[config.mk]
export PLATFORM = sky130hd
export DESIGN_NAME = terminal_key_sequence_decoder_unit_flat
export DESIGN_NICKNAME = d
export VERILOG_FILES = /design/src/rtl/tksd_pkg.sv /design/src/rtl/tksd_in_if.sv /design/src/rtl/tksd_out_if.sv /design/src/rtl/tksd_seq_core.sv /design/src/rtl/terminal_key_sequence_decoder_unit.sv /design/src/flat_wrapper.sv
export SDC_FILE = /design/constraint.sdc
export NUM_CORES = 1
export LEC_CHECK = 0
export ABC_AREA = 0
export BUFFER_PORTS_ARGS = -buffer_cell sky130_fd_sc_hd__buf_2
export CORE_MARGIN = 3
export CORE_UTILIZATION = 35
export CTS_BUF_LIST = sky130_fd_sc_hd__clkbuf_8
export DETAILED_ROUTE_END_ITERATION = 10
export PLACE_DENSITY = 0.54
export RECOVER_POWER = 50
export REMOVE_ABC_BUFFERS = 1
export SKIP_LAST_GASP = 1
export SYNTH_ARGS = -nofsm -noshare
export SYNTH_HDL_FRONTEND = slang
export SYNTH_SLANG_ARGS = --single-unit
[constraint.sdc]
create_clock -name i_clk -period 6.4 [get_ports i_clk]
set_input_delay 0.32 -clock i_clk [delete_from_list [all_inputs] [get_ports i_clk]]
set_output_delay 0.32 -clock i_clk [all_outputs]
set_load 0.01 [all_outputs]
[src/rtl/tksd_pkg.sv]
`timescale 1ns / 1ps

package tksd_pkg;

    // Key event codes
    typedef enum logic [2:0] {
        KIND_NONE      = 3'd0,
        KIND_ESCAPE    = 3'd1,
        KIND_ENTER     = 3'd2,
        KIND_NEWLINE   = 3'd3,
        KIND_CTRL_C    = 3'd4,
        KIND_CTRL_Q    = 3'd5,
        KIND_BACKSPACE = 3'd6,
        KIND_CHAR      = 3'd7
    } t_key_kind;

    // Default sequence length limit, ESC included
    localparam int DEFAULT_MAX_SEQ_LEN = 32;

    // Byte codes
    localparam logic [7:0] BYTE_ESC       = 8'h1b;
    localparam logic [7:0] BYTE_CR        = 8'h0d;
    localparam logic [7:0] BYTE_LF        = 8'h0a;
    localparam logic [7:0] BYTE_CTRL_C    = 8'h03;
    localparam logic [7:0] BYTE_CTRL_Q    = 8'h11;
    localparam logic [7:0] BYTE_DEL       = 8'h7f;
    localparam logic [7:0] BYTE_SPACE     = 8'h20;
    localparam logic [7:0] BYTE_TILDE     = 8'h7e;
    localparam logic [7:0] BYTE_FINAL_LO  = 8'h40;
    localparam logic [7:0] BYTE_FINAL_HI  = 8'h7e;
    localparam logic [7:0] BYTE_LBRACKET  = 8'h5b;
    localparam logic [7:0] BYTE_SEMI      = 8'h3b;
    localparam logic [7:0] BYTE_DIGIT_0   = 8'h30;
    localparam logic [7:0] BYTE_DIGIT_9   = 8'h39;
    localparam logic [7:0] BYTE_FINAL_U   = 8'h75;

    // CSI parameter values of interest
    localparam logic [15:0] PARAM_CR      = 16'd13;
    localparam logic [15:0] PARAM_J       = 16'd106;
    localparam logic [15:0] PARAM_C       = 16'd99;
    localparam logic [15:0] PARAM_Q       = 16'd113;
    localparam logic [15:0] PARAM_ESC     = 16'd27;
    localparam logic [15:0] MOD_SHIFT     = 16'd2;
    localparam logic [15:0] MOD_ALT       = 16'd3;
    localparam logic [15:0] MOD_CTRL      = 16'd5;
    localparam logic [15:0] PARAM_SAT     = 16'hffff;

    localparam int NUM_PARAMS = 3;

    typedef struct packed {
        logic       has_byte;
        logic [7:0] data_byte;
        logic       burst_end;
    } t_key_item;

    typedef struct packed {
        t_key_kind  key_kind;
        logic [6:0] char_code;
    } t_key_result;

    // Control from the pipeline shell to the decoder core
    typedef struct packed {
        logic item_valid;
        logic advance;
    } t_step_ctl;

    // Status from the decoder core
    typedef struct packed {
        logic        has_result;
        t_key_result result;
    } t_step_sts;

endpackage

[src/rtl/tksd_in_if.sv]
`timescale 1ns / 1ps

interface tksd_in_if;
    logic       valid;
    logic       ready;
    logic       has_byte;
    logic [7:0] data_byte;
    logic       burst_end;

    modport source (output valid, output has_byte, output data_byte, output burst_end,
                    input ready);
    modport sink   (input valid, input has_byte, input data_byte, input burst_end,
                    output ready);
endinterface

[src/rtl/tksd_out_if.sv]
`timescale 1ns / 1ps

interface tksd_out_if;
    logic       valid;
    logic       ready;
    logic [2:0] key_kind;
    logic [6:0] char_code;

    modport source (output valid, output key_kind, output char_code, input ready);
    modport sink   (input valid, input key_kind, input char_code, output ready);
endinterface

[src/rtl/tksd_seq_core.sv]
`timescale 1ns / 1ps

module tksd_seq_core #(
    parameter int MAX_SEQ_LEN = tksd_pkg::DEFAULT_MAX_SEQ_LEN
) (
    input  logic                i_clk,
    input  logic                i_rst_n,
    input  tksd_pkg::t_step_ctl i_ctl,
    input  tksd_pkg::t_key_item i_item,
    output tksd_pkg::t_step_sts o_sts
);
    import tksd_pkg::*;

    localparam int LEN_W = $clog2(MAX_SEQ_LEN + 1);

    // Sequence state
    logic                       r_in_seq,  n_in_seq;
    logic [LEN_W-1:0]           r_len,     n_len;
    logic                       r_csi,     n_csi;
    logic                       r_cr,      n_cr;
    logic                       r_err,     n_err;
    logic [NUM_PARAMS-1:0][15:0] r_pval,   n_pval;
    logic [NUM_PARAMS-1:0]      r_pset,    n_pset;
    logic [1:0]                 r_slot,    n_slot;

    logic        w_res;
    t_key_kind   w_kind;
    logic [6:0]  w_char;

    function automatic logic is_final(input logic [7:0] b);
        is_final = (b >= BYTE_FINAL_LO) && (b <= BYTE_FINAL_HI);
    endfunction

    // Decode a closed sequence from its updated state
    function automatic t_key_kind decode_seq(
        input logic [LEN_W-1:0]            len,
        input logic                        csi,
        input logic                        cr,
        input logic                        err,
        input logic                        has_final,
        input logic [7:0]                  fin,
        input logic [NUM_PARAMS-1:0][15:0] pv,
        input logic [NUM_PARAMS-1:0]       ps
    );
        logic p0_cr, p0_j, p0_c, p0_q, p0_esc, p2_cr;
        logic m_shift, m_alt, m_ctrl;
        t_key_kind k;
        p0_cr   = ps[0] && (pv[0] == PARAM_CR);
        p0_j    = ps[0] && (pv[0] == PARAM_J);
        p0_c    = ps[0] && (pv[0] == PARAM_C);
        p0_q    = ps[0] && (pv[0] == PARAM_Q);
        p0_esc  = ps[0] && (pv[0] == PARAM_ESC);
        p2_cr   = ps[2] && (pv[2] == PARAM_CR);
        // absent or zero modifier means 1, which matches none of these
        m_shift = ps[1] && (pv[1] == MOD_SHIFT);
        m_alt   = ps[1] && (pv[1] == MOD_ALT);
        m_ctrl  = ps[1] && (pv[1] == MOD_CTRL);
        k = KIND_NONE;
        if (len == LEN_W'(1)) begin
            k = KIND_ESCAPE;
        end else if (len == LEN_W'(2) && cr) begin
            k = KIND_NEWLINE;
        end else if (!csi || len < LEN_W'(3) || err || !has_final) begin
            k = KIND_NONE;
        end else if (fin == BYTE_FINAL_U) begin
            if ((p0_cr && (m_shift || m_alt || m_ctrl)) || (p0_j && m_ctrl)) begin
                k = KIND_NEWLINE;
            end else if (p0_c && m_ctrl) begin
                k = KIND_CTRL_C;
            end else if (p0_q && m_ctrl) begin
                k = KIND_CTRL_Q;
            end
        end else if (fin == BYTE_TILDE) begin
            if (p0_esc && p2_cr && (m_shift || m_ctrl)) begin
                k = KIND_NEWLINE;
            end
        end
        decode_seq = k;
    endfunction

    // Next state and result for the item in the input register
    always_comb begin
        logic [7:0]  b;
        logic        fin_ok;
        logic [19:0] acc;
        b        = i_item.data_byte;
        fin_ok   = 1'b0;
        acc      = '0;
        n_in_seq = r_in_seq;
        n_len    = r_len;
        n_csi    = r_csi;
        n_cr     = r_cr;
        n_err    = r_err;
        n_pval   = r_pval;
        n_pset   = r_pset;
        n_slot   = r_slot;
        w_res    = 1'b0;
        w_kind   = KIND_NONE;
        w_char   = '0;

        if (!i_item.has_byte) begin
            // tick: close an open sequence on burst end
            if (r_in_seq && i_item.burst_end) begin
                w_res    = 1'b1;
                w_kind   = decode_seq(r_len, r_csi, r_cr, r_err, 1'b0, '0, r_pval, r_pset);
                n_in_seq = 1'b0;
                n_len    = '0;
            end
        end else if (!r_in_seq) begin
            if (b == BYTE_ESC) begin
                // open a sequence, or report a lone escape at once
                n_in_seq = 1'b1;
                n_len    = LEN_W'(1);
                n_csi    = 1'b0;
                n_cr     = 1'b0;
                n_err    = 1'b0;
                n_pval   = '0;
                n_pset   = '0;
                n_slot   = '0;
                if (i_item.burst_end) begin
                    w_res    = 1'b1;
                    w_kind   = KIND_ESCAPE;
                    n_in_seq = 1'b0;
                    n_len    = '0;
                end
            end else begin
                // classify a single byte
                w_res = 1'b1;
                if (b == BYTE_CR) begin
                    w_kind = KIND_ENTER;
                end else if (b == BYTE_LF) begin
                    w_kind = KIND_NEWLINE;
                end else if (b == BYTE_CTRL_C) begin
                    w_kind = KIND_CTRL_C;
                end else if (b == BYTE_CTRL_Q) begin
                    w_kind = KIND_CTRL_Q;
                end else if (b == BYTE_DEL) begin
                    w_kind = KIND_BACKSPACE;
                end else if (b >= BYTE_SPACE && b <= BYTE_TILDE) begin
                    w_kind = KIND_CHAR;
                    w_char = b[6:0];
                end
            end
        end else begin
            // byte inside an open sequence
            n_len = r_len + LEN_W'(1);
            if (r_len == LEN_W'(1)) begin
                if (b == BYTE_LBRACKET) begin
                    n_csi = 1'b1;
                end else if (b == BYTE_CR) begin
                    n_cr = 1'b1;
                end
                fin_ok = (b != BYTE_LBRACKET) && is_final(b);
            end else begin
                if (r_csi) begin
                    if (b >= BYTE_DIGIT_0 && b <= BYTE_DIGIT_9) begin
                        for (int i = 0; i < NUM_PARAMS; i++) begin
                            if (r_slot == 2'(i)) begin
                                acc = ({4'b0, r_pval[i]} << 3) + ({4'b0, r_pval[i]} << 1)
                                    + {16'b0, b[3:0]};
                                n_pval[i] = (acc > {4'b0, PARAM_SAT}) ? PARAM_SAT : acc[15:0];
                                n_pset[i] = 1'b1;
                            end
                        end
                    end else if (b == BYTE_SEMI) begin
                        if (r_slot < 2'(NUM_PARAMS - 1)) begin
                            n_slot = r_slot + 2'd1;
                        end
                    end else if (!is_final(b)) begin
                        n_err = 1'b1;
                    end
                end
                fin_ok = is_final(b);
            end
            if (fin_ok || i_item.burst_end || n_len >= LEN_W'(MAX_SEQ_LEN)) begin
                w_res    = 1'b1;
                w_kind   = decode_seq(n_len, n_csi, n_cr, n_err, fin_ok, b, n_pval, n_pset);
                n_in_seq = 1'b0;
                n_len    = '0;
            end
        end
    end

    assign o_sts.has_result       = i_ctl.item_valid && w_res;
    assign o_sts.result.key_kind  = w_kind;
    assign o_sts.result.char_code = w_char;

    // Advance state when the item leaves the input register
    always_ff @(posedge i_clk) begin
        if (!i_rst_n) begin
            r_in_seq <= 1'b0;
            r_len    <= '0;
            r_csi    <= 1'b0;
            r_cr     <= 1'b0;
            r_err    <= 1'b0;
            r_pval   <= '0;
            r_pset   <= '0;
            r_slot   <= '0;
        end else if (i_ctl.advance) begin
            r_in_seq <= n_in_seq;
            r_len    <= n_len;
            r_csi    <= n_csi;
            r_cr     <= n_cr;
            r_err    <= n_err;
            r_pval   <= n_pval;
            r_pset   <= n_pset;
            r_slot   <= n_slot;
        end
    end

endmodule

[src/rtl/terminal_key_sequence_decoder_unit.sv]
`timescale 1ns / 1ps
// Path: an accepted beat is held in the input register, and its key event moves on to the
// result register once the output side is free.
// Throughput: one beat per cycle unless a result is blocked; the decode is combinational.
// Reset: synchronous active-low i_rst_n closes any open sequence and empties both registers.

module terminal_key_sequence_decoder_unit #(
    parameter int MAX_SEQ_LEN = tksd_pkg::DEFAULT_MAX_SEQ_LEN
) (
    input  logic       i_clk,
    input  logic       i_rst_n,
    tksd_in_if.sink    i_key_in,
    tksd_out_if.source o_key_out
);
    import tksd_pkg::*;

    logic        r_in_valid;
    t_key_item   r_in;
    logic        r_out_valid;
    t_key_result r_out;

    t_step_ctl   w_ctl;
    t_step_sts   w_sts;
    logic        w_out_free;
    logic        w_advance;
    logic        w_in_ready;

    // Move the held beat on unless its result has nowhere to go
    assign w_out_free = !r_out_valid || o_key_out.ready;
    assign w_advance  = r_in_valid && (!w_sts.has_result || w_out_free);
    assign w_in_ready = !r_in_valid || w_advance;

    assign w_ctl.item_valid = r_in_valid;
    assign w_ctl.advance    = w_advance;

    tksd_seq_core #(
        .MAX_SEQ_LEN (MAX_SEQ_LEN)
    ) u_core (
        .i_clk   (i_clk),
        .i_rst_n (i_rst_n),
        .i_ctl   (w_ctl),
        .i_item  (r_in),
        .o_sts   (w_sts)
    );

    // Capture input beats
    always_ff @(posedge i_clk) begin
        if (!i_rst_n) begin
            r_in_valid <= 1'b0;
        end else if (i_key_in.valid && w_in_ready) begin
            r_in_valid <= 1'b1;
        end else if (w_advance) begin
            r_in_valid <= 1'b0;
        end
    end

    always_ff @(posedge i_clk) begin
        if (i_key_in.valid && w_in_ready) begin
            r_in.has_byte  <= i_key_in.has_byte;
            r_in.data_byte <= i_key_in.data_byte;
            r_in.burst_end <= i_key_in.burst_end;
        end
    end

    // Hold results until taken
    always_ff @(posedge i_clk) begin
        if (!i_rst_n) begin
            r_out_valid <= 1'b0;
        end else if (w_advance && w_sts.has_result) begin
            r_out_valid <= 1'b1;
        end else if (o_key_out.ready) begin
            r_out_valid <= 1'b0;
        end
    end

    always_ff @(posedge i_clk) begin
        if (w_advance && w_sts.has_result) begin
            r_out <= w_sts.result;
        end
    end

    assign i_key_in.ready      = w_in_ready;
    assign o_key_out.valid     = r_out_valid;
    assign o_key_out.key_kind  = r_out.key_kind;
    assign o_key_out.char_code = r_out.char_code;

endmodule

[src/flat_wrapper.sv]
// flat-port wrapper written by rule: the top's interface ports become plain ports
module terminal_key_sequence_decoder_unit_flat import tksd_pkg::*;
#(
    parameter int MAX_SEQ_LEN = tksd_pkg::DEFAULT_MAX_SEQ_LEN
)
  (i_clk, i_rst_n, i_key_in_valid, i_key_in_has_byte, i_key_in_data_byte, i_key_in_burst_end, i_key_in_ready, o_key_out_valid, o_key_out_key_kind, o_key_out_char_code, o_key_out_ready);
  tksd_in_if i_key_in_i ();
  tksd_out_if o_key_out_i ();
  input  logic i_clk;
  input  logic i_rst_n;
  input wire logic [$bits(i_key_in_i.valid)-1:0] i_key_in_valid;
  input wire logic [$bits(i_key_in_i.has_byte)-1:0] i_key_in_has_byte;
  input wire logic [$bits(i_key_in_i.data_byte)-1:0] i_key_in_data_byte;
  input wire logic [$bits(i_key_in_i.burst_end)-1:0] i_key_in_burst_end;
  output wire logic [$bits(i_key_in_i.ready)-1:0] i_key_in_ready;
  output wire logic [$bits(o_key_out_i.valid)-1:0] o_key_out_valid;
  output wire logic [$bits(o_key_out_i.key_kind)-1:0] o_key_out_key_kind;
  output wire logic [$bits(o_key_out_i.char_code)-1:0] o_key_out_char_code;
  input wire logic [$bits(o_key_out_i.ready)-1:0] o_key_out_ready;
  assign i_key_in_i.valid = i_key_in_valid;
  assign i_key_in_i.has_byte = i_key_in_has_byte;
  assign i_key_in_i.data_byte = i_key_in_data_byte;
  assign i_key_in_i.burst_end = i_key_in_burst_end;
  assign i_key_in_ready = i_key_in_i.ready;
  assign o_key_out_valid = o_key_out_i.valid;
  assign o_key_out_key_kind = o_key_out_i.key_kind;
  assign o_key_out_char_code = o_key_out_i.char_code;
  assign o_key_out_i.ready = o_key_out_ready;
  terminal_key_sequence_decoder_unit #(.MAX_SEQ_LEN(MAX_SEQ_LEN)) u_core (.i_clk(i_clk), .i_rst_n(i_rst_n), .i_key_in(i_key_in_i), .o_key_out(o_key_out_i));
endmodule
Yosys cells after proc, flatten, opt, wreduce, memory -nomap -nowiden
Cells that the tools add are included.
- register bits after elaboration: 85
- input port bits: 14
- output and inout port bits: 12
- word-level logic and storage cells: 221
- $add $sub $neg: 8
- magnitude comparators: 11
- eq/ne operators: 32
- muxes and demuxes: 98
- bitwise operators: 2
- reductions and logical operators: 53
- operators with widths (cell ; count):
    two-way mux 48 bit ; 7
    two-way mux 16 bit ; 6
    two-way mux 3 bit ; 24
    adder 19 x 17 -> 20 bit ; 3
    adder 20 x 4 -> 20 bit ; 3
    greater-than comparator 20 x 16 -> 1 bit, second input constant ; 3
    == test 16 x 7 -> 1 bit, second input constant ; 3
    two-way mux 1 bit ; 44
    == test 16 x 2 -> 1 bit, second input constant ; 2
    == test 16 x 4 -> 1 bit, second input constant ; 2
    == test 8 x 7 -> 1 bit, second input constant ; 4
    two-way mux 6 bit ; 5
    logical AND 1 bit ; 26
    two-way mux 2 bit ; 12
    == test 16 x 3 -> 1 bit, second input constant ; 1
    == test 16 x 5 -> 1 bit, second input constant ; 1
    == test 8 x 4 -> 1 bit, second input constant ; 2
    == test 8 x 5 -> 1 bit, second input constant ; 2
    greater-or-equal comparator 8 x 6 -> 1 bit, second input constant ; 2
    == test 6 x 1 -> 1 bit, second input constant ; 2
    == test 6 x 2 -> 1 bit, second input constant ; 2
    logical OR 1 bit ; 12
    OR reduction 9 bit ; 1
    == test 8 x 2 -> 1 bit, second input constant ; 1
    22 further kinds ; 34

Longest topological paths before layout
- depth after elaboration: 24
- gate-level depth with buffers: 15
- gate-level depth less buffers: 15

By module
From an unflattened synthesis, not the netlist that was laid out.
- cells, all modules: 1084
- area total of the unflattened synthesis: 8539.4 um^2
- by module, submodules not included (module ; instances ; cells an instance ; area each (um^2)):
    tksd_seq_core ; 1 ; 1052 ; 7821.3
    terminal_key_sequence_decoder_unit ; 1 ; 32 ; 718.2

Worst setup path before layout
No wires, ideal clock.
- kind: register to register
- from: register u_core.r_in[4] (netlist name)
- to: register u_core.r_out, in the netlist u_core.o_key_out.key_kind[0], data pin
- setup time: 0.146 ns
- arrival time: 4.124 ns
- data required time: 6.254 ns
- slack: 2.130 ns
- cell stages (with the launch flop): 15
- clock period less this slack: 4.270 ns
- cells stage by stage: edfxtp_1 fa_1 inv_1 fa_1 nand2b_1 a21o_2 a211o_1 and3_1 or4b_4 or4_1 o311a_1 nor4b_2 and4b_1 o31ai_1 a21oi_1
- RTL lines (element ; line ; RTL):
    start, declared ; terminal_key_sequence_decoder_unit.sv:18 ; t_key_item r_in;
    end signal, assigned ; terminal_key_sequence_decoder_unit.sv:78 ; r_out <= w_sts.result;
    end, declared ; terminal_key_sequence_decoder_unit.sv:20 ; t_key_result r_out;

Final worst setup path
- from: register u_core.r_in[4] (netlist name)
- to: register u_core.r_out, in the netlist u_core.o_key_out.key_kind[2], data pin
- longest elaborated chain between the ends: 23
- elaborated cells between the ends (all ways): 102
- classes of those cells: 2 x add/sub; 7 x order compare; 17 x eq/ne; 50 x mux; 26 x reduce/logical
- ends and longest elaborated chain (element ; line ; RTL):
    adder 20 x 4 -> 20 bit ; tksd_seq_core.sv:160 ; + {16'b0, b[3:0]};
    greater-than comparator 20 x 16 -> 1 bit ; tksd_seq_core.sv:161 ; n_pval[i] = (acc > {4'b0, PARAM_SAT}) ? PARAM_SAT : acc[15:0];
    two-way mux 16 bit ; tksd_seq_core.sv:161 ;
    two-way mux 16 bit ; tksd_seq_core.sv:158 ; if (r_slot == 2'(i)) begin
    two-way mux 48 bit ; tksd_seq_core.sv:156 ; if (b >= BYTE_DIGIT_0 && b <= BYTE_DIGIT_9) begin
    two-way mux 48 bit ; tksd_seq_core.sv:155 ; if (r_csi) begin
    two-way mux 48 bit ; tksd_seq_core.sv:147 ; if (r_len == LEN_W'(1)) begin
    two-way mux 48 bit ; tksd_seq_core.sv:109 ; end else if (!r_in_seq) begin
    [7 not listed] ; n/a ;
    two-way mux 3 bit ; tksd_seq_core.sv:66 ; if ((p0_cr && (m_shift || m_alt || m_ctrl)) || (p0_j && m_ctrl)) begin
    two-way mux 3 bit ; tksd_seq_core.sv:65 ; end else if (fin == BYTE_FINAL_U) begin
    two-way mux 3 bit ; tksd_seq_core.sv:63 ; end else if (!csi || len < LEN_W'(3) || err || !has_final) begin
    two-way mux 3 bit ; tksd_seq_core.sv:61 ; end else if (len == LEN_W'(2) && cr) begin
    two-way mux 3 bit ; tksd_seq_core.sv:59 ; if (len == LEN_W'(1)) begin
    two-way mux 3 bit ; tksd_seq_core.sv:175 ; if (fin_ok || i_item.burst_end || n_len >= LEN_W'(MAX_SEQ_LEN)) begin
    two-way mux 3 bit (*) ; tksd_seq_core.sv:109 ;
    two-way mux 3 bit (*) ; tksd_seq_core.sv:101 ; if (!i_item.has_byte) begin
Mark *: on every way between the ends. The rest lies on a longest branch, timed or not. The select of a mux whose other input is x is not followed.
A chain may end at the register's enable or synchronous reset.

==> results.ini <==
[setup_path]
crit_required_ns = 6.63
arrival_ns = 5.33
start_kind = register
r2r-start = u_core.r_in[4]$_DFFE_PP_
path_max_fanout = 13
regToRegSetupSlack_ns = 1.31
rr_endpoint = u_core.o_key_out.key_kind[2]$_SDFFCE_PN0P_
critPathKind = register to register
endpoint_kind = register
reg2regPathDepth = 13

[placement]
placedCellCount = 1416
gp_congestion = 0.870
numPortBuffers = 25
post-dp-hpwl_mm = 19.5

[sta]
rsz0062_at_grt = false
maxSlewHeadroom_pct = -24.8
tns_ns = 0
period_minus_slack_ns = 5.09
setup_viol = 0
skew_ns = 0.0181
post-route-period-util_pct = 79.5
fmax_mhz = 196
worst_slew_pin_slew_ns = 1.87
finalHoldViolCount = 0
slew_violations = 39

[routing]
drc_errors = 0
first_iter_violations = 581
viasPerCell = 5.85
postRouteWirelength_mm = 26.0
vias = 8374
wl_per_cell_um = 18.1
antenna_left = 0
drt-pass1-iter-count = 5

[run_status]
status = complete, but fails checks
violations = max-capacitance violations, max-slew violations

[logic_synthesis]
synth.ff_latch_count = 85
synth_edf_count = 20
ys_async_sr_fraction_pct = 0
synth_cells = 1122
synth_cell_type_count = 101
synth_area_um2 = 8620
synth_ff_type = dfxtp_1
ys_warn_count = 0
seq_area_frac_synth_pct = 22.1
post_synth.cell_area_avg_um2 = 7.68

[pwr]
p_leak_nw = 3.77
power.ir.vdd_worst_mv = 0.0898
p_per_area_nw_per_um2 = 122

[final_layout]
finish.cell_count_without_fillers = 1432
area_growth_pct = 6.21
fin_nets = 1228
layout_commonest_cell = a21oi_1
drive_gt1_share_pct = 6.11
n_antenna_cell = 0
final_cell_mix = a21oi_1 (148), nand2_1 (108), nor2_1 (104), ha_1 (100), o21ai_0 (82)

[clock_tree]
cts_root_buf = clkbuf_8
cts_tree = built
cts_hold_buf = 0
path_clk_slew_ns = 0.10
numCtsBuffers = 9
cts_setup_buffers = 0
clock-sinks = 85
clk_latency_ns = 0.39
cts_buffer_depth = 2
post_cts_resized = 0
htree_levels = 3

[grt]
antenna_found_initial = 0
grt_max_degree = 62
grt_pass1_wl_mm = 41.9
grt_pass1_vias = 7906
grt-ovfl-total = 0
grtUsageTotal_pct = 19.3

[floorplanning]
dieArea_um2 = 26600
fp.coreArea_um2 = 23800
rows = 56
die_w_um = 163
start_util_pct = 36.2
chipHeight_um = 163
io_pins = 26

[hold_path]
hp-start = i_key_in_data_byte[2]
holdPathEnd = u_core.r_in[3]$_DFFE_PP_
hold_path_class = input pin to register
hold-path-cell-count = 1

[job]
cap_violations = 1

==> worst max path at each step <==
stage / start / to / slack [ns] / depth (start not counted)
after floorplan: u_core.r_in[4]$_DFFE_PP_ / u_core.o_key_out.key_kind[0]$_DFFE_PP_ / 2.13 / 14
after global placement: u_core.r_in[4]$_DFFE_PP_ / u_core.o_key_out.key_kind[2]$_SDFFCE_PN0P_ / 1.48 / 13
after detailed placement: u_core.r_in[4]$_DFFE_PP_ / u_core.o_key_out.key_kind[2]$_SDFFCE_PN0P_ / 1.31 / 13
after CTS: u_core.r_in[4]$_DFFE_PP_ / u_core.o_key_out.key_kind[2]$_SDFFCE_PN0P_ / 1.26 / 13
after global routing: u_core.r_in[4]$_DFFE_PP_ / u_core.o_key_out.key_kind[2]$_SDFFCE_PN0P_ / 0.92 / 13
final: u_core.r_in[4]$_DFFE_PP_ / u_core.o_key_out.key_kind[2]$_SDFFCE_PN0P_ / 1.31 / 13
==> cell usage after synthesis, drive strengths merged (4+ instances only) <==
cell type	number	share of area (%)
o21bai	4	0.35
fa	6	1.4
or4	4	0.35
nand3b	5	0.44
nand2b	18	1.3
or3	13	0.94
nand4	23	1.7
buf	16	1.1
mux2i	4	0.61
edfxtp	20	7.0
a21o	14	1.2
dfxtp	65	15
o41ai	4	0.41
clkbuf	37	1.7
nand4b	7	0.71
nor2	104	4.5
o21ai	85	4.9
o211ai	16	1.5
o2111ai	8	0.89
xnor2	28	2.8
nor2b	6	0.44
a22oi	9	0.78
nor3	15	0.93
o21a	7	0.70
nand2	108	4.7
a21oi	151	8.9
o22ai	6	0.44
xor2	11	1.1
nor3b	6	0.65
ha	100	15
and3	19	1.4
inv	31	1.3
and2	17	1.3
o31ai	4	0.35
a21boi	7	0.61
or2	5	0.36
a31oi	14	1.0
nor4	13	1.2
nand3	39	2.4
a211oi	17	1.6
and4	4	0.44
==> worst max-delay path: stages, from the launching register on <==
cell and delay [ns]:
edfxtp_1 0.69, fa_1 0.56, fa_1 0.50, a211oi_1 0.35, o21ai_1 0.16, a21o_1 0.23, a2111o_1 0.41, mux2i_4 0.29
and3_1 0.51, a31oi_1 0.16, nand3b_1 0.19, nor4_1 0.50, o2111ai_1 0.20, a21boi_1 0.17
==> where the power goes <==
part	internal, mW	switching [mW]	total, mW
Clock	0.265	0.228	0.493
Sequential	0.557	0.0148	0.571
Combinational	0.0179	0.0351	0.0530
==> logic make-up (layout without fill, tap and decap cells) <==
family / after synthesis / after routing / synth area share [%]
AOI/OAI and AO/OA: 385 / 385 / 28.0
xor gates and xnor gates: 39 / 39 / 3.96
adders and majority gates: 106 / 106 / 15.9
buffers and inverters: 87 / 78 / 4.44
DFF: 85 / 85 / 22.1
muxes: 4 / 4 / 0.609
and+or+nand+nor: 416 / 416 / 25.0
==> cell type report <==
class | count | area (um^2)
Inverter | 33 | 124
Multi-Input combinational cell | 950 | 6350
Fill cell | 2481 | 14700
Clock buffer | 9 | 124
Sequential cell | 85 | 1900
Timing Repair Buffer | 29 | 136
Tap cell | 319 | 399
Clock inverter | 7 | 126
==> state kept, by name, indices dropped and copies added, names as in the netlist <==
signal and count:
u_core.u_core.r_pval 48, u_core.u_core.r_err 1, u_core.o_key_out.key_kind 3, u_core.u_core.r_len 6, u_core.r_in_valid 1, u_core.u_core.r_csi 1
u_core.r_in 10, u_core.o_key_out.valid 1, u_core.u_core.r_pset 3, u_core.u_core.r_slot 2, u_core.u_core.r_cr 1, u_core.o_key_out.char_code 7
u_core.u_core.r_in_seq 1
==> metrics by stage <==
step	utilization [%]	cell area (um^2)	power (mW)	worst slack (ns)	hold slack [ns]
after detailed placement	37.5	8930	0.637	1.31	0.483
after CTS	38.5	9180	1.13	1.26	0.0824
final	38.4	9160	1.12	1.31	0.102
after floorplan	-	8360	0.611	2.13	0.419
after global placement	37.5	8930	0.638	1.48	0.470
after global routing	38.4	9160	1.16	0.915	0.0800
==> layer usage <==
layer,share of wire (%),GRT usage [%]
met3,4.5,1.88
met1,49,28.3
met2,45,30.1
met4,1.7,5.42
met5,0,0
Note: power is estimated with default switching activity, not from simulation.
